File: config.mk
export PLATFORM = sky130hd
export DESIGN_NAME = button_event_detector
export DESIGN_NICKNAME = d
export VERILOG_FILES = /design/src/design/bed_pkg.sv /design/src/design/bed_alu.sv /design/src/design/button_event_detector.sv
export SDC_FILE = /design/constraint.sdc
export NUM_CORES = 2
export LEC_CHECK = 0
export ABC_AREA = 1
export ABC_CLOCK_PERIOD_IN_PS = 10500
export BUFFER_PORTS_ARGS = -buffer_cell sky130_fd_sc_hd__buf_2
export CORE_ASPECT_RATIO = 1.5
export CORE_MARGIN = 4
export CORE_UTILIZATION = 60
export CTS_CLUSTER_SIZE = 20
export DETAILED_ROUTE_END_ITERATION = 7
export PLACE_DENSITY = 0.87
export SLEW_MARGIN = 0
export SYNTH_ARGS = -nofsm -noshare
export SYNTH_HDL_FRONTEND = slang
export SYNTH_SLANG_ARGS = --single-unit
File: constraint.sdc
create_clock -name clock -period 10.5 [get_ports clock]
set_input_delay 0 -clock clock [delete_from_list [all_inputs] [get_ports clock]]
set_output_delay 0 -clock clock [all_outputs]
set_load 0.01 [all_outputs]
File: src/design/bed_pkg.sv
// Shared types and constants of the button event detector.
// No dependencies; imported by bed_alu and button_event_detector.
`default_nettype none

package bed_pkg;

   // Sizes
   localparam int NUM_BUTTONS = 8;
   localparam int SLOT_W      = 3;
   localparam int FIFO_DEPTH  = 8;
   localparam int PTR_W       = $clog2(FIFO_DEPTH);
   localparam int CNT_W       = 4;

   // Held steps before auto-repeat starts
   localparam logic [15:0] REPEAT_DELAY_STEPS = 16'd100;

   // Event codes
   localparam logic [5:0] EV_NONE   = 6'd0;
   localparam logic [5:0] EV_DOWN   = 6'd1;
   localparam logic [5:0] EV_UP     = 6'd2;
   localparam logic [5:0] EV_LONG   = 6'd4;
   localparam logic [5:0] EV_CLICK  = 6'd8;
   localparam logic [5:0] EV_DOUBLE = 6'd16;
   localparam logic [5:0] EV_REPEAT = 6'd32;

   // Control register indexes
   localparam logic [2:0] CSR_SLOT_EN   = 3'd0;
   localparam logic [2:0] CSR_ACTIVE    = 3'd1;
   localparam logic [2:0] CSR_EV_EN     = 3'd2;
   localparam logic [2:0] CSR_DEBOUNCE  = 3'd3;
   localparam logic [2:0] CSR_LONG_MS   = 3'd4;
   localparam logic [2:0] CSR_DOUBLE_MS = 3'd5;
   localparam logic [2:0] CSR_REPEAT_MS = 3'd6;
   localparam logic [2:0] CSR_RPT_CODE  = 3'd7;

   // Request mode
   localparam logic MODE_TICK = 1'b0;
   localparam logic MODE_POP  = 1'b1;

   // Double click phases
   localparam logic [1:0] DBL_IDLE  = 2'd0;
   localparam logic [1:0] DBL_ARMED = 2'd1;
   localparam logic [1:0] DBL_SEEN  = 2'd2;

   typedef enum logic [1:0] {
      ALU_ADD8,
      ALU_ADD16,
      ALU_SUB
   } alu_op_type;

   typedef struct packed {
      alu_op_type  op;
      logic [15:0] a;
      logic [15:0] b;
      logic [15:0] cmp;
   } alu_ctl_type;

   typedef struct packed {
      logic [15:0] res;
      logic        a_ge;
      logic        res_ge;
   } alu_res_type;

   typedef struct packed {
      logic       mode;
      logic [7:0] tick_ms;
      logic [7:0] raw_levels;
   } req_type;

   typedef struct packed {
      logic             event_valid;
      logic [2:0]       event_button;
      logic [5:0]       event_code;
      logic [CNT_W-1:0] pending_count;
   } rsp_type;

endpackage

`default_nettype wire

File: src/design/bed_alu.sv
// Shared saturating adder, wrapping subtractor and compare unit of the event detector.
// Depends on bed_pkg for the control and result structs.
`default_nettype none

module bed_alu (
   input  bed_pkg::alu_ctl_type ctl,
   output bed_pkg::alu_res_type res
);
   import bed_pkg::*;

   logic [8:0]  sum8;
   logic [16:0] sum16;
   logic [15:0] result;

   // Form both sums; saturate on carry out
   assign sum8  = {1'b0, ctl.a[7:0]} + {1'b0, ctl.b[7:0]};
   assign sum16 = {1'b0, ctl.a} + {1'b0, ctl.b};

   always_comb begin
      unique case (ctl.op)
         ALU_ADD8:  result = sum8[8] ? 16'h00FF : {8'h00, sum8[7:0]};
         ALU_ADD16: result = sum16[16] ? 16'hFFFF : sum16[15:0];
         ALU_SUB:   result = ctl.a - ctl.b;
         default:   result = ctl.a;
      endcase
   end

   // Compare both the operand and the result against the threshold
   assign res.res    = result;
   assign res.a_ge   = (ctl.a >= ctl.cmp);
   assign res.res_ge = (result >= ctl.cmp);

endmodule

`default_nettype wire

File: src/design/button_event_detector.sv
// Button event detector: debounce, click / double / long / repeat detection
// and an event queue. Top level; depends on bed_pkg and bed_alu.
//
// Usage: a request transaction (req_valid/req_ready, req_payload) is either a
// tick (mode 0) carrying the elapsed milliseconds and the raw pin level of
// every slot, or a pop (mode 1) that takes the oldest queued event. Every
// request yields exactly one response transaction on rsp_valid/rsp_ready.
// A tick walks the slots in index order through one shared
// saturating adder/comparator: a disabled slot is only skipped, an enabled
// slot passes through the states for the events it raises (one queue write per
// cycle). req_ready stays low from acceptance until the response register
// is loaded, for a tick and for a pop alike.
// The control port (csr_we, csr_index, csr_wdata) writes a register at
// once; write it only while no request is in progress.
// Reset (synchronous, active high) restores the register defaults, clears
// all slot timers and empties the queue. If the receiver stalls, the
// response holds in its register; the next request is still accepted and
// processed, and waits only for the response register to free up.
// A full queue overwrites its oldest entry.
`default_nettype none

module button_event_detector (
   input  logic             clock,
   input  logic             reset,
   input  logic             req_valid,
   output logic             req_ready,
   input  bed_pkg::req_type req_payload,
   output logic             rsp_valid,
   input  logic             rsp_ready,
   output bed_pkg::rsp_type rsp_payload,
   input  logic             csr_we,
   input  logic [2:0]       csr_index,
   input  logic [15:0]      csr_wdata
);
   import bed_pkg::*;

   typedef enum logic [3:0] {
      S_IDLE, S_DEB, S_DOWN, S_DBL, S_LONG, S_RPT, S_RSUB,
      S_REL1, S_REL2, S_REL3, S_DTIM, S_DONE
   } state_type;

   state_type state_ff, state_in;

   // Control registers
   logic [NUM_BUTTONS-1:0] slot_en_ff, slot_en_in;
   logic [NUM_BUTTONS-1:0] active_ff, active_in;
   logic [5:0]  ev_en_ff, ev_en_in;
   logic [7:0]  deb_ms_ff, deb_ms_in;
   logic [15:0] long_ms_ff, long_ms_in;
   logic [15:0] dbl_ms_ff, dbl_ms_in;
   logic [15:0] rpt_ms_ff, rpt_ms_in;
   logic [5:0]  rpt_code_ff, rpt_code_in;

   // Per-slot state
   logic [NUM_BUTTONS-1:0] lvl_ff, lvl_in;
   logic [NUM_BUTTONS-1:0] armed_ff, armed_in;
   logic [7:0]  high_ff [NUM_BUTTONS];
   logic [7:0]  high_in [NUM_BUTTONS];
   logic [7:0]  low_ff [NUM_BUTTONS];
   logic [7:0]  low_in [NUM_BUTTONS];
   logic [15:0] ltim_ff [NUM_BUTTONS];
   logic [15:0] ltim_in [NUM_BUTTONS];
   logic [1:0]  phase_ff [NUM_BUTTONS];
   logic [1:0]  phase_in [NUM_BUTTONS];
   logic [15:0] dtim_ff [NUM_BUTTONS];
   logic [15:0] dtim_in [NUM_BUTTONS];

   // Shared repeat counter
   logic [15:0] hold_ff, hold_in;
   logic [15:0] rtime_ff, rtime_in;

   // Event queue
   logic [5:0]       qcode_ff [FIFO_DEPTH];
   logic [5:0]       qcode_in [FIFO_DEPTH];
   logic [2:0]       qbtn_ff [FIFO_DEPTH];
   logic [2:0]       qbtn_in [FIFO_DEPTH];
   logic [PTR_W-1:0] wp_ff, wp_in, rp_ff, rp_in;
   logic [CNT_W-1:0] count_ff, count_in;

   // Sequencer registers
   logic [SLOT_W-1:0] slot_ff, slot_in;
   logic              mode_ff, mode_in;
   logic [7:0]        ms_ff, ms_in;
   logic [7:0]        raw_ff, raw_in;
   logic              changed_ff, changed_in;
   logic              pressed_ff, pressed_in;
   logic              dblpush_ff, dblpush_in;
   logic              rsp_valid_ff, rsp_valid_in;
   rsp_type           rsp_pl_ff, rsp_pl_in;

   // Working signals
   alu_ctl_type alu_ctl;
   alu_res_type alu_res;
   logic        push_req;
   logic [5:0]  push_code;
   logic        do_push;
   logic        cur_raw, cur_act, cur_en, last_slot;
   logic        lvl_t, chg_t, prs_t;
   logic        en_long, en_double, en_repeat;

   bed_alu u_alu (
      .ctl (alu_ctl),
      .res (alu_res)
   );

   assign cur_raw   = raw_ff[slot_ff];
   assign cur_act   = active_ff[slot_ff];
   assign cur_en    = slot_en_ff[slot_ff];
   assign last_slot = (slot_ff == SLOT_W'(NUM_BUTTONS - 1));
   assign en_long   = ((ev_en_ff & EV_LONG) != '0);
   assign en_double = ((ev_en_ff & EV_DOUBLE) != '0);
   assign en_repeat = ((ev_en_ff & EV_REPEAT) != '0);
   assign do_push   = push_req && ((ev_en_ff & push_code) != '0);

   assign req_ready   = (state_ff == S_IDLE);
   assign rsp_valid   = rsp_valid_ff;
   assign rsp_payload = rsp_pl_ff;

   always_comb begin
      // Hold by default
      state_in    = state_ff;
      slot_en_in  = slot_en_ff;
      active_in   = active_ff;
      ev_en_in    = ev_en_ff;
      deb_ms_in   = deb_ms_ff;
      long_ms_in  = long_ms_ff;
      dbl_ms_in   = dbl_ms_ff;
      rpt_ms_in   = rpt_ms_ff;
      rpt_code_in = rpt_code_ff;
      lvl_in      = lvl_ff;
      armed_in    = armed_ff;
      high_in     = high_ff;
      low_in      = low_ff;
      ltim_in     = ltim_ff;
      phase_in    = phase_ff;
      dtim_in     = dtim_ff;
      hold_in     = hold_ff;
      rtime_in    = rtime_ff;
      qcode_in    = qcode_ff;
      qbtn_in     = qbtn_ff;
      wp_in       = wp_ff;
      rp_in       = rp_ff;
      count_in    = count_ff;
      slot_in     = slot_ff;
      mode_in     = mode_ff;
      ms_in       = ms_ff;
      raw_in      = raw_ff;
      changed_in  = changed_ff;
      pressed_in  = pressed_ff;
      dblpush_in  = dblpush_ff;
      rsp_pl_in   = rsp_pl_ff;
      rsp_valid_in = rsp_valid_ff && !rsp_ready;
      push_req    = 1'b0;
      push_code   = EV_NONE;
      lvl_t       = 1'b0;
      chg_t       = 1'b0;
      prs_t       = 1'b0;
      alu_ctl     = '{op: ALU_ADD16, a: '0, b: '0, cmp: '0};

      unique case (state_ff)
         // Capture the transaction
         S_IDLE: begin
            if (req_valid) begin
               mode_in = req_payload.mode;
               ms_in   = req_payload.tick_ms;
               raw_in  = req_payload.raw_levels;
               slot_in = '0;
               state_in = (req_payload.mode == MODE_POP) ? S_DONE : S_DEB;
            end
         end

         // Debounce the raw level of the current slot
         S_DEB: begin
            if (!cur_en) begin
               if (last_slot) begin
                  state_in = S_DONE;
               end else begin
                  slot_in  = slot_ff + 1'b1;
                  state_in = S_DEB;
               end
            end else begin
               alu_ctl.op  = ALU_ADD8;
               alu_ctl.a   = {8'h00, (cur_raw ? high_ff[slot_ff] : low_ff[slot_ff])};
               alu_ctl.b   = {8'h00, ms_ff};
               alu_ctl.cmp = {8'h00, deb_ms_ff};
               lvl_t = lvl_ff[slot_ff];
               if (cur_raw) begin
                  low_in[slot_ff] = '0;
                  if (!alu_res.a_ge) begin
                     high_in[slot_ff] = alu_res.res[7:0];
                  end else if (!lvl_t) begin
                     chg_t = 1'b1;
                     lvl_t = 1'b1;
                  end
               end else begin
                  high_in[slot_ff] = '0;
                  if (!alu_res.a_ge) begin
                     low_in[slot_ff] = alu_res.res[7:0];
                  end else if (lvl_t) begin
                     chg_t = 1'b1;
                     lvl_t = 1'b0;
                  end
               end
               prs_t = (lvl_t == cur_act);
               lvl_in[slot_ff] = lvl_t;
               changed_in = chg_t;
               pressed_in = prs_t;
               if (prs_t) begin
                  state_in = chg_t ? S_DOWN : S_LONG;
               end else begin
                  state_in = chg_t ? S_REL1 : S_DTIM;
               end
            end
         end

         // Press edge: down event, arm long press and double click
         S_DOWN: begin
            push_req   = 1'b1;
            push_code  = EV_DOWN;
            dblpush_in = 1'b0;
            if (en_long) begin
               armed_in[slot_ff] = 1'b1;
               ltim_in[slot_ff]  = '0;
            end
            if (en_double) begin
               if (phase_ff[slot_ff] == DBL_IDLE) begin
                  phase_in[slot_ff] = DBL_ARMED;
                  dtim_in[slot_ff]  = '0;
               end else if (phase_ff[slot_ff] == DBL_ARMED) begin
                  phase_in[slot_ff] = DBL_SEEN;
                  dblpush_in = 1'b1;
               end
            end
            state_in = (en_double && phase_ff[slot_ff] == DBL_ARMED) ? S_DBL : S_LONG;
         end

         S_DBL: begin
            push_req  = 1'b1;
            push_code = EV_DOUBLE;
            state_in  = S_LONG;
         end

         // Advance the long press timer
         S_LONG: begin
            if (armed_ff[slot_ff]) begin
               alu_ctl.op  = ALU_ADD16;
               alu_ctl.a   = ltim_ff[slot_ff];
               alu_ctl.b   = {8'h00, ms_ff};
               alu_ctl.cmp = long_ms_ff;
               ltim_in[slot_ff] = alu_res.res;
               if (alu_res.res_ge) begin
                  push_req  = 1'b1;
                  push_code = EV_LONG;
                  armed_in[slot_ff] = 1'b0;
               end
            end
            state_in = en_repeat ? S_RPT : S_DTIM;
         end

         // Count the repeat delay, then the repeat period
         S_RPT: begin
            alu_ctl.op  = ALU_ADD16;
            alu_ctl.cmp = rpt_ms_ff;
            state_in    = S_DTIM;
            if (hold_ff < REPEAT_DELAY_STEPS) begin
               alu_ctl.a = hold_ff;
               alu_ctl.b = 16'd1;
               hold_in   = alu_res.res;
            end else begin
               alu_ctl.a = rtime_ff;
               alu_ctl.b = {8'h00, ms_ff};
               rtime_in  = alu_res.res;
               if (alu_res.res_ge) begin
                  state_in = S_RSUB;
               end
            end
         end

         S_RSUB: begin
            alu_ctl.op = ALU_SUB;
            alu_ctl.a  = rtime_ff;
            alu_ctl.b  = rpt_ms_ff;
            rtime_in   = alu_res.res;
            push_req   = 1'b1;
            push_code  = rpt_code_ff;
            state_in   = S_DTIM;
         end

         // Release edge: clear repeat, click on an armed long press unless double click is enabled
         S_REL1: begin
            hold_in  = '0;
            rtime_in = '0;
            if (armed_ff[slot_ff]) begin
               armed_in[slot_ff] = 1'b0;
               push_req  = !en_double;
               push_code = EV_CLICK;
            end
            state_in = S_REL2;
         end

         S_REL2: begin
            push_req  = !en_long && !en_double;
            push_code = EV_CLICK;
            state_in  = S_REL3;
         end

         S_REL3: begin
            push_req  = 1'b1;
            push_code = EV_UP;
            if (phase_ff[slot_ff] == DBL_SEEN) begin
               phase_in[slot_ff] = DBL_IDLE;
            end
            state_in = S_DTIM;
         end

         // Double click window; a lapsed window with the button up is a click
         S_DTIM: begin
            if (phase_ff[slot_ff] == DBL_ARMED) begin
               alu_ctl.op  = ALU_ADD16;
               alu_ctl.a   = dtim_ff[slot_ff];
               alu_ctl.b   = {8'h00, ms_ff};
               alu_ctl.cmp = dbl_ms_ff;
               dtim_in[slot_ff] = alu_res.res;
               if (alu_res.res_ge) begin
                  push_req  = !armed_ff[slot_ff] && !pressed_ff;
                  push_code = EV_CLICK;
                  phase_in[slot_ff] = DBL_IDLE;
               end
            end
            if (last_slot) begin
               state_in = S_DONE;
            end else begin
               slot_in  = slot_ff + 1'b1;
               state_in = S_DEB;
            end
         end

         // Load the response once the output register is free
         S_DONE: begin
            if (!rsp_valid_ff || rsp_ready) begin
               rsp_valid_in = 1'b1;
               rsp_pl_in    = '0;
               if (mode_ff == MODE_POP && count_ff != '0) begin
                  rsp_pl_in.event_valid  = 1'b1;
                  rsp_pl_in.event_button = qbtn_ff[rp_ff];
                  rsp_pl_in.event_code   = qcode_ff[rp_ff];
                  rp_in    = (rp_ff == PTR_W'(FIFO_DEPTH - 1)) ? '0 : rp_ff + 1'b1;
                  count_in = count_ff - 1'b1;
               end
               rsp_pl_in.pending_count = count_in;
               state_in = S_IDLE;
            end
         end

         default: state_in = S_IDLE;
      endcase

      // Queue write; overwrite the oldest entry when full
      if (do_push) begin
         qcode_in[wp_ff] = push_code;
         qbtn_in[wp_ff]  = slot_ff;
         wp_in = (wp_ff == PTR_W'(FIFO_DEPTH - 1)) ? '0 : wp_ff + 1'b1;
         if (count_ff < CNT_W'(FIFO_DEPTH)) begin
            count_in = count_ff + 1'b1;
         end
      end

      // Control register writes
      if (csr_we) begin
         unique case (csr_index)
            CSR_SLOT_EN: begin
               for (int s = 0; s < NUM_BUTTONS; s++) begin
                  if (csr_wdata[s] && !slot_en_ff[s]) begin
                     lvl_in[s] = ~active_ff[s];
                  end
               end
               slot_en_in = csr_wdata[NUM_BUTTONS-1:0];
            end
            CSR_ACTIVE: begin
               active_in = csr_wdata[NUM_BUTTONS-1:0];
               lvl_in    = ~csr_wdata[NUM_BUTTONS-1:0];
            end
            CSR_EV_EN:     ev_en_in    = csr_wdata[5:0];
            CSR_DEBOUNCE:  deb_ms_in   = csr_wdata[7:0];
            CSR_LONG_MS:   long_ms_in  = csr_wdata;
            CSR_DOUBLE_MS: dbl_ms_in   = csr_wdata;
            CSR_REPEAT_MS: rpt_ms_in   = csr_wdata;
            CSR_RPT_CODE:  rpt_code_in = csr_wdata[5:0];
            default: ;
         endcase
      end
   end

   always_ff @(posedge clock) begin
      if (reset) begin
         state_ff     <= S_IDLE;
         slot_en_ff   <= '0;
         active_ff    <= '0;
         ev_en_ff     <= 6'd63;
         deb_ms_ff    <= 8'd20;
         long_ms_ff   <= 16'd1000;
         dbl_ms_ff    <= 16'd300;
         rpt_ms_ff    <= 16'd100;
         rpt_code_ff  <= EV_CLICK;
         lvl_ff       <= '1;
         armed_ff     <= '0;
         for (int s = 0; s < NUM_BUTTONS; s++) begin
            high_ff[s]  <= '0;
            low_ff[s]   <= '0;
            ltim_ff[s]  <= '0;
            phase_ff[s] <= DBL_IDLE;
            dtim_ff[s]  <= '0;
         end
         hold_ff      <= '0;
         rtime_ff     <= '0;
         wp_ff        <= '0;
         rp_ff        <= '0;
         count_ff     <= '0;
         slot_ff      <= '0;
         changed_ff   <= 1'b0;
         pressed_ff   <= 1'b0;
         dblpush_ff   <= 1'b0;
         rsp_valid_ff <= 1'b0;
      end else begin
         state_ff     <= state_in;
         slot_en_ff   <= slot_en_in;
         active_ff    <= active_in;
         ev_en_ff     <= ev_en_in;
         deb_ms_ff    <= deb_ms_in;
         long_ms_ff   <= long_ms_in;
         dbl_ms_ff    <= dbl_ms_in;
         rpt_ms_ff    <= rpt_ms_in;
         rpt_code_ff  <= rpt_code_in;
         lvl_ff       <= lvl_in;
         armed_ff     <= armed_in;
         high_ff      <= high_in;
         low_ff       <= low_in;
         ltim_ff      <= ltim_in;
         phase_ff     <= phase_in;
         dtim_ff      <= dtim_in;
         hold_ff      <= hold_in;
         rtime_ff     <= rtime_in;
         wp_ff        <= wp_in;
         rp_ff        <= rp_in;
         count_ff     <= count_in;
         slot_ff      <= slot_in;
         changed_ff   <= changed_in;
         pressed_ff   <= pressed_in;
         dblpush_ff   <= dblpush_in;
         rsp_valid_ff <= rsp_valid_in;
      end
      // Payload registers
      qcode_ff  <= qcode_in;
      qbtn_ff   <= qbtn_in;
      mode_ff   <= mode_in;
      ms_ff     <= ms_in;
      raw_ff    <= raw_in;
      rsp_pl_ff <= rsp_pl_in;
   end

   // Queue fill never passes its depth
   a_count_bound: assert property (@(posedge clock) disable iff (reset)
      count_ff <= CNT_W'(FIFO_DEPTH))
      else $error("event queue count exceeds depth");

   // A returned event always carries a nonzero code
   a_event_code: assert property (@(posedge clock) disable iff (reset)
      (rsp_valid_ff && rsp_pl_ff.event_valid) |-> (rsp_pl_ff.event_code != EV_NONE))
      else $error("returned event has no code");

   // A pop of a nonempty queue removes exactly one entry
   a_pop_count: assert property (@(posedge clock) disable iff (reset)
      (state_ff == S_DONE && mode_ff == MODE_POP && count_ff != '0
       && (!rsp_valid_ff || rsp_ready))
      |=> (count_ff == $past(count_ff) - 1'b1))
      else $error("pop did not decrement queue count");

   // A double click push follows only from a press edge that saw one
   a_dbl_path: assert property (@(posedge clock) disable iff (reset)
      (state_ff == S_DBL) |-> (dblpush_ff && changed_ff && pressed_ff))
      else $error("double click step without a second press");

   // A tick never reports an event
   a_tick_rsp: assert property (@(posedge clock) disable iff (reset)
      (state_ff == S_DONE && mode_ff == MODE_TICK && (!rsp_valid_ff || rsp_ready))
      |=> (rsp_valid_ff && !rsp_pl_ff.event_valid))
      else $error("tick response carries an event");

endmodule

`default_nettype wire
== Word level (Yosys, flattened, before mapping) ==
Cells that the tools add are included.

* Add/subtract/negate cells: 8
* Magnitude comparators: 11
* Mux-type cells: 150
* Eq/ne operators: 43
* Bitwise operators: 30
* Reduce and logical (&&, ||, !) cells: 69

{| class="wikitable"
|+ Operator list
! operator !! number
|-
| 128-bit two-way mux || 5
|-
| 128-bit one-hot mux with 2 select lines || 2
|-
| 128-bit AND || 2
|-
| 128-bit bitwise mux || 2
|-
| 64-bit two-way mux || 4
|-
| 16-bit two-way mux || 14
|-
| 34-bit one-hot mux with 5 select lines || 1
|-
| 16-bit one-hot mux with 3 select lines || 3
|-
| 64-bit AND || 2
|-
| 64-bit bitwise mux || 2
|-
| 128-bit NOT || 1
|-
| 8-bit two-way mux || 14
|-
| 16-bit binary-select mux with 3-bit select || 2
|-
| 48-bit two-way mux || 2
|-
| 4-bit two-way mux || 18
|-
| 64-bit NOT || 1
|-
| 16-bit one-hot mux with 4 select lines || 1
|-
| 49-bit two-way mux || 1
|-
| 8-bit binary-select mux with 3-bit select || 2
|-
| 48-bit bitwise mux || 1
|-
| 16-bit demux with 3-bit select || 1
|-
| 6-bit one-hot mux with 8 select lines || 1
|-
| 4-bit one-hot mux with 11 select lines || 1
|-
| 3-bit two-way mux || 12
|-
| other kinds (72) || 216
|}

* Logic and storage cells: 393
* Flip-flop bits (word level): 654
* Output and inout port bits: 16
* Input port bits: 41

== Logic depth before layout (Yosys ltp) ==
* Depth after elaboration: 18
* Depth in mapped cells: 45
* Depth with buffers taken out: 42

== Modules after synthesis ==
Synthesis repeated with hierarchy kept, for this count alone.

* Cell total of the unflattened synthesis: 4499
* Area total of the unflattened synthesis: 31758.0 um2

{| class="wikitable"
|+ Modules (own cells, without submodules)
! module !! seq. area each (um2) !! instances !! cells an instance !! area an instance (um2)
|-
| button_event_detector || 14123.5 || 1 || 3939 || 28691.3
|-
| bed_alu || 0.0 || 1 || 560 || 3066.7
|}

== Least setup slack after synthesis ==
No wires, ideal clock.

* Path kind: reg2reg
* From: reg slot_ff[2]
* To: reg qbtn_ff[18] (netlist bit), enable pin
* Required time: 10113 ps
* Stages on the path, launching flop included: 37
* Clock period less this slack: 6268 ps
* Slack: 4232 ps
* Library setup time: 387 ps
* Path buffers: 4
* Arrival: 5882 ps
* Cells stage by stage: dfxtp_1 -> buf_6 -> nor2_4 -> nand2_2 -> clkinv_1 -> clkbuf_1 -> a221oi_1 -> nand3_1 -> nand3_1 -> nand4_1 -> ha_1 -> fa_1 -> nand2_1 -> nand2_1 -> nand4_1 -> nand2_1 -> a21oi_2 -> nand2_1 -> nand2_1 -> nand3_1 -> buf_2 -> ha_1 -> nand2_1 -> inv_1 -> nand2_1 -> nor2_1 -> nor2_1 -> nand2_1 -> nand2_1 -> nand2_1 -> nand3_1 -> nand2_1 -> nand2_1 -> nand2_2 -> nand2_2 -> buf_6 -> nor3_1

* Word-level cells in the longest chain between the ends: 17
* Elaborated cells on any way between the ends: 56
* Classes of those cells: 3 x add/sub; 1 x order compare; 3 x eq/ne; 42 x mux; 2 x bitwise; 5 x reduce/logical

{| class="wikitable"
|+ RTL lines
! item !! RTL line !! RTL
|-
| start: declaration || button_event_detector.sv:81 || <nowiki>logic [SLOT_W-1:0] slot_ff, slot_in;</nowiki>
|-
| start signal: assignment || button_event_detector.sv:446 || <nowiki>slot_ff <= slot_in;</nowiki>
|-
| 3-bit NOT with 4-bit output (not written as such) || -- ||
|-
| 2-bit binary-select mux with 3-bit select / 8-bit binary-select mux with 3-bit select (equally long branches) || button_event_detector.sv:318, button_event_detector.sv:183 ||
|-
| 2-bit two-way mux (not written as such) / 8-bit two-way mux (equally long branches) (2 in a row) || button_event_detector.sv:318, button_event_detector.sv:183 ||
|-
| 2-bit by 1-bit equality test with 1-bit output / 8-bit two-way mux (equally long branches) || button_event_detector.sv:318, button_event_detector.sv:183 ||
|-
| 48-bit two-way mux / 49-bit two-way mux (equally long branches) || button_event_detector.sv:318, button_event_detector.sv:174 ||
|-
| 34-bit one-hot mux with 5 select lines || button_event_detector.sv:160 || <nowiki>unique case (state_ff)</nowiki>
|-
| 16-bit by 16-bit adder with 17-bit output / 8-bit by 8-bit adder with 9-bit output (equally long branches) || bed_alu.sv:17, bed_alu.sv:16 ||
|-
| 16-bit two-way mux / 8-bit two-way mux (equally long branches) || bed_alu.sv:22, bed_alu.sv:21 ||
|-
| 16-bit one-hot mux with 3 select lines || bed_alu.sv:20 || <nowiki>unique case (ctl.op)</nowiki>
|-
| 16-bit >= comparator || bed_alu.sv:31 || <nowiki>assign res.res_ge = (result >= ctl.cmp);</nowiki>
|-
| 4-bit two-way mux || button_event_detector.sv:324 || <nowiki>if (alu_res.res_ge) begin</nowiki>
|-
| 4-bit two-way mux || button_event_detector.sv:318 || <nowiki>if (phase_ff[slot_ff] == DBL_ARMED) begin</nowiki>
|-
| 6-bit one-hot mux with 8 select lines * || button_event_detector.sv:160 ||
|-
| net push_code[3] || button_event_detector.sv:95 || <nowiki>logic [5:0] push_code;</nowiki>
|-
| 6-bit AND * || button_event_detector.sv:113 || <nowiki>assign do_push = push_req && ((ev_en_ff & push_code) != '0);</nowiki>
|-
| 6-bit nonzero test * || button_event_detector.sv:113 ||
|-
| 1-bit logical AND * || button_event_detector.sv:113 ||
|-
| end signal: assignment || button_event_detector.sv:454 || <nowiki>qbtn_ff <= qbtn_in;</nowiki>
|-
| end: declaration || button_event_detector.sv:75 || <nowiki>logic [2:0] qbtn_ff [FIFO_DEPTH];</nowiki>
|}

The timed path passes the listed nets; every way through them passes the cells marked *. The select of a mux whose other input is x is not followed.
A chain may end at the register's enable or synchronous reset.

== Worst setup path after layout ==
* From: reg slot_ff[2]
* To: reg qcode_ff[10] (netlist bit), enable pin

* Word-level cells in the longest chain between the ends: 17
* Elaborated cells on any way between the ends: 56
* Classes of those cells: 3 x add/sub; 1 x order compare; 3 x eq/ne; 42 x mux; 2 x bitwise; 5 x reduce/logical

{| class="wikitable"
|+ RTL lines
! item !! RTL line !! RTL
|-
| 3-bit NOT with 4-bit output (not written as such) || -- ||
|-
| 2-bit binary-select mux with 3-bit select / 8-bit binary-select mux with 3-bit select (equally long branches) || button_event_detector.sv:318, button_event_detector.sv:183 ||
|-
| 2-bit two-way mux (not written as such) / 8-bit two-way mux (equally long branches) (2 in a row) || button_event_detector.sv:318, button_event_detector.sv:183 ||
|-
| 2-bit by 1-bit equality test with 1-bit output / 8-bit two-way mux (equally long branches) || button_event_detector.sv:318, button_event_detector.sv:183 ||
|-
| 48-bit two-way mux / 49-bit two-way mux (equally long branches) || button_event_detector.sv:318, button_event_detector.sv:174 ||
|-
| 34-bit one-hot mux with 5 select lines || button_event_detector.sv:160 ||
|-
| 16-bit by 16-bit adder with 17-bit output / 8-bit by 8-bit adder with 9-bit output (equally long branches) || bed_alu.sv:17, bed_alu.sv:16 ||
|-
| 16-bit two-way mux / 8-bit two-way mux (equally long branches) || bed_alu.sv:22, bed_alu.sv:21 ||
|-
| 16-bit one-hot mux with 3 select lines || bed_alu.sv:20 ||
|-
| 16-bit >= comparator || bed_alu.sv:31 ||
|-
| 3-bit two-way mux || button_event_detector.sv:251 || <nowiki>if (alu_res.res_ge) begin</nowiki>
|-
| 3-bit two-way mux || button_event_detector.sv:245 || <nowiki>if (armed_ff[slot_ff]) begin</nowiki>
|-
| 6-bit one-hot mux with 8 select lines * || button_event_detector.sv:160 ||
|-
| net push_code[2] || button_event_detector.sv:95 ||
|-
| 6-bit AND * || button_event_detector.sv:113 ||
|-
| 6-bit nonzero test * || button_event_detector.sv:113 ||
|-
| 1-bit logical AND * || button_event_detector.sv:113 ||
|-
| end signal: assignment || button_event_detector.sv:453 || <nowiki>qcode_ff <= qcode_in;</nowiki>
|-
| end: declaration || button_event_detector.sv:73 || <nowiki>logic [5:0] qcode_ff [FIFO_DEPTH];</nowiki>
|}

Marked as above.

==> reports/qor.txt <==
Peak supply drop - 0.157 mV
First-pass GRT wire length - 179000 microns
Critical path's largest stage delay - 1.35 ns
Post-CTS Setup Inserts - 0
Largest cells by area after synthesis - dfxtp_1, nand2_1, edfxtp_1
Post-synth EDFFs - 103
Chip Height - 299 microns
CTS tree - built
Number of max-cap violations - 0
Share of cells above drive strength 1 - 7.34%
Post-Route M1 WL - 39200 microns
Post-synthesis net count - 4857
CTS Buf Count - 59
Hold Crit Start - req_payload[12]
# hold bufs at CTS - 46
Final Setup Violations - 0
GRT Total Usage - 37.3%
Die area - 60400 sq um
Unrepaired setup endpoints after global routing - false
Post-synth ARST share - 0%
Initial DRC count - 4759
PortBufs - 56
Max Clk Rate - 104 MHz
WP data required - 10.77 ns
Crit. End Element - flop
Slowest cell on crit path - a221oi_1
Failing checks - DRC, slew limit
DR WL met2 - 53700 microns
Rows - 106
Hold crit path type - input port to flop
Top-area cell type share of the netlist area - 32.6%
Final Non-Filler Cells - 5470
Yosys top cell by area - dfxtp_1
Leak Pwr - 16.1 nW
Synth top cells by count - nand2_1, a21oi_1, dfxtp_1
Crit Path Class - flop to flop
Global route overflow - 0
Final GP Congestion - 1.03
Top-Level Pins - 57
Most frequent cell after synthesis - nand2_1
Top FF cell, synth - dfxtp_1
Crit path launch - slot_ff[2]
Initial antenna violation count - 0
Worst rel slew slack - -3.04%
Final instance area - 36600 sq um
CP dominant cell by count - nand2_1
Starting Density - 60.7%
# DRC - 3
Drt pass-1 iters - 8
WL final - 118000 microns
Placed inst area - 34100 sq um
Reg2Reg Capture Point - qcode_ff[10]
Total number of vias - 34024
Clock Tree Buf Depth - 3
Final Skew - 0.0790 ns
Clk root buf - clkbuf_16
Top Layer Used - met4
Clock sinks - 654
Post-DP HPWL - 77000 microns
FF-to-FF path depth - 28
Dpl cells - 5313
Antenna fix cells - 0
Worst EP arrival - 9.92 ns
Library cells used by synthesis - 66
Antenna Nets Post-Route - 0
DR WL/cell - 21.5 microns
Worst Max-Slew Pin Slew - 1.55 ns
Status - complete, but fails checks
Ys Warns - 0
Met3 WL - 12300 microns
Layout area overhead - 8.13%
Die X - 202 microns
Minimum clock period - 9.65 ns
Cell Pwr Density - 186 nW/um^2
Cts repair resizes - 0
Skew-Pair Late Insertion Delay - 0.68 ns
Slew Viols, Final - 1
Cells after Synth - 4740
Post-Route Utilization - 65.6%
Htree depth - 2
Final TNS setup - 0 ns
Max FO, Critical Path - 28
Core area - 55800 sq um
Reg-to-reg startpoint - slot_ff[2]
Vias in the first global route - 32156
Via density - 6.22
Nets - 4781
Synthesized cell area - 33900 sq um
Reg2reg setup slack - 0.85 ns
Total Power - 0.00682 W
Syn avg cell area - 7.15 sq um
Final worst-path cycle share - 91.9%
Pin count of the biggest net entering global routing - 136
Clk pin slew, worst setup/hold paths - 0.07 ns
#FFs+latches synth - 654
WHS Path Cells - 2
Post-synthesis sequential area ratio - 41.7%
Critical path launch point type - flop
Final Hold Viols - 0
Hold path endpoint - ms_ff[4]
## critical path: cells and delay by family, from the launching register on
| kind | cells | cell delay, ns |
|---|---|---|
| DFF | 1 | 1.05 |
| and+or+nand+nor | 21 | 4.60 |
| adders and majority gates | 3 | 1.23 |
| buffers and inverters | 1 | 0.43 |
| AOI/OAI and AO/OA | 3 | 1.92 |
## through the flow
step	hold slack [ns]	setup WS, ns
after floorplan	0.0989	4.23
after global placement	0.176	1.59
after detailed placement	0.180	1.31
after CTS	0.0217	1.30
after global routing	0.0339	0.495
final	0.0231	0.854
## state kept, by name, summed over array words and instances (netlist names), 14 cells and up, named ones only
signal,count
long_ms_ff,16
high_ff,64
hold_ff,16
rtime_ff,16
qcode_ff,48
qbtn_ff,24
dtim_ff,128
low_ff,64
ltim_ff,128
rpt_ms_ff,16
rsp_payload,14
dbl_ms_ff,16
## cell usage in the layout (no fill, tap or decap), types with 13 or more instances in the layout
cell	n
buf_2	55
nor2_1	443
inv_2	35
nor2_2	14
nand2_2	19
a22oi_1	37
nor3_1	25
ha_1	74
o21ai_1	129
edfxtp_1	103
o21ai_0	323
o211ai_1	26
o22ai_1	73
dfxtp_1	551
clkinv_2	13
dlygate4sd3_1	46
a221oi_1	40
a21oi_1	556
clkbuf_16	59
a31oi_1	19
buf_4	52
nand4_1	54
nand2_1	1121
clkinv_1	15
nand3_4	15
nand3_1	203
inv_1	452
## logic make-up (layout without fill, tap and decap cells)
family | Yosys count | in the layout | share of synthesized area [%]
AND/OR/NAND/NOR | 1947 | 1947 | 24.7
AO/OA/AOI/OAI | 1263 | 1263 | 20.7
buffers and inverters | 790 | 764 | 9.81
flip-flops | 654 | 654 | 41.7
adder cells (fa/ha/maj) | 76 | 76 | 2.85
XOR/XNOR | 10 | 10 | 0.259
## routing by layer
metal | track usage (%) | up-vias
met1 | 41.0 | 15456
met2 | 61.4 | 2253
met4 | 31.4 | 0
li1 | - | 15591
met3 | 7.91 | 724
met5 | 0 | -
## worst max-delay path by stage
stage	endpoint	slack, ns	depth (start not counted)
floorplan	qbtn_ff[18]	4.23	36
finish	qcode_ff[10]	0.85	28
CTS	qcode_ff[37]	1.30	30
global route	qcode_ff[8]	0.50	30
detailed placement	qcode_ff[37]	1.31	30
global placement	qcode_ff[10]	1.59	28
## cell type report
cell class | instances | area [sq um]
fill | 4652 | 19200
tap | 756 | 946
multi-input combinational | 3296 | 16500
clock buffer | 71 | 1580
timing repair buffer | 153 | 1130
sequential | 654 | 14100
inverter | 500 | 1890
clock inverter | 40 | 504
## where the power goes
group          internal (W)  switching, W  total, W
clock network       0.00133       0.00102   0.00235
logic              0.000358       0.00134   0.00170
registers           0.00268     0.0000891   0.00277
total               0.00436       0.00246   0.00682
Power figures use the tool's default switching activity.
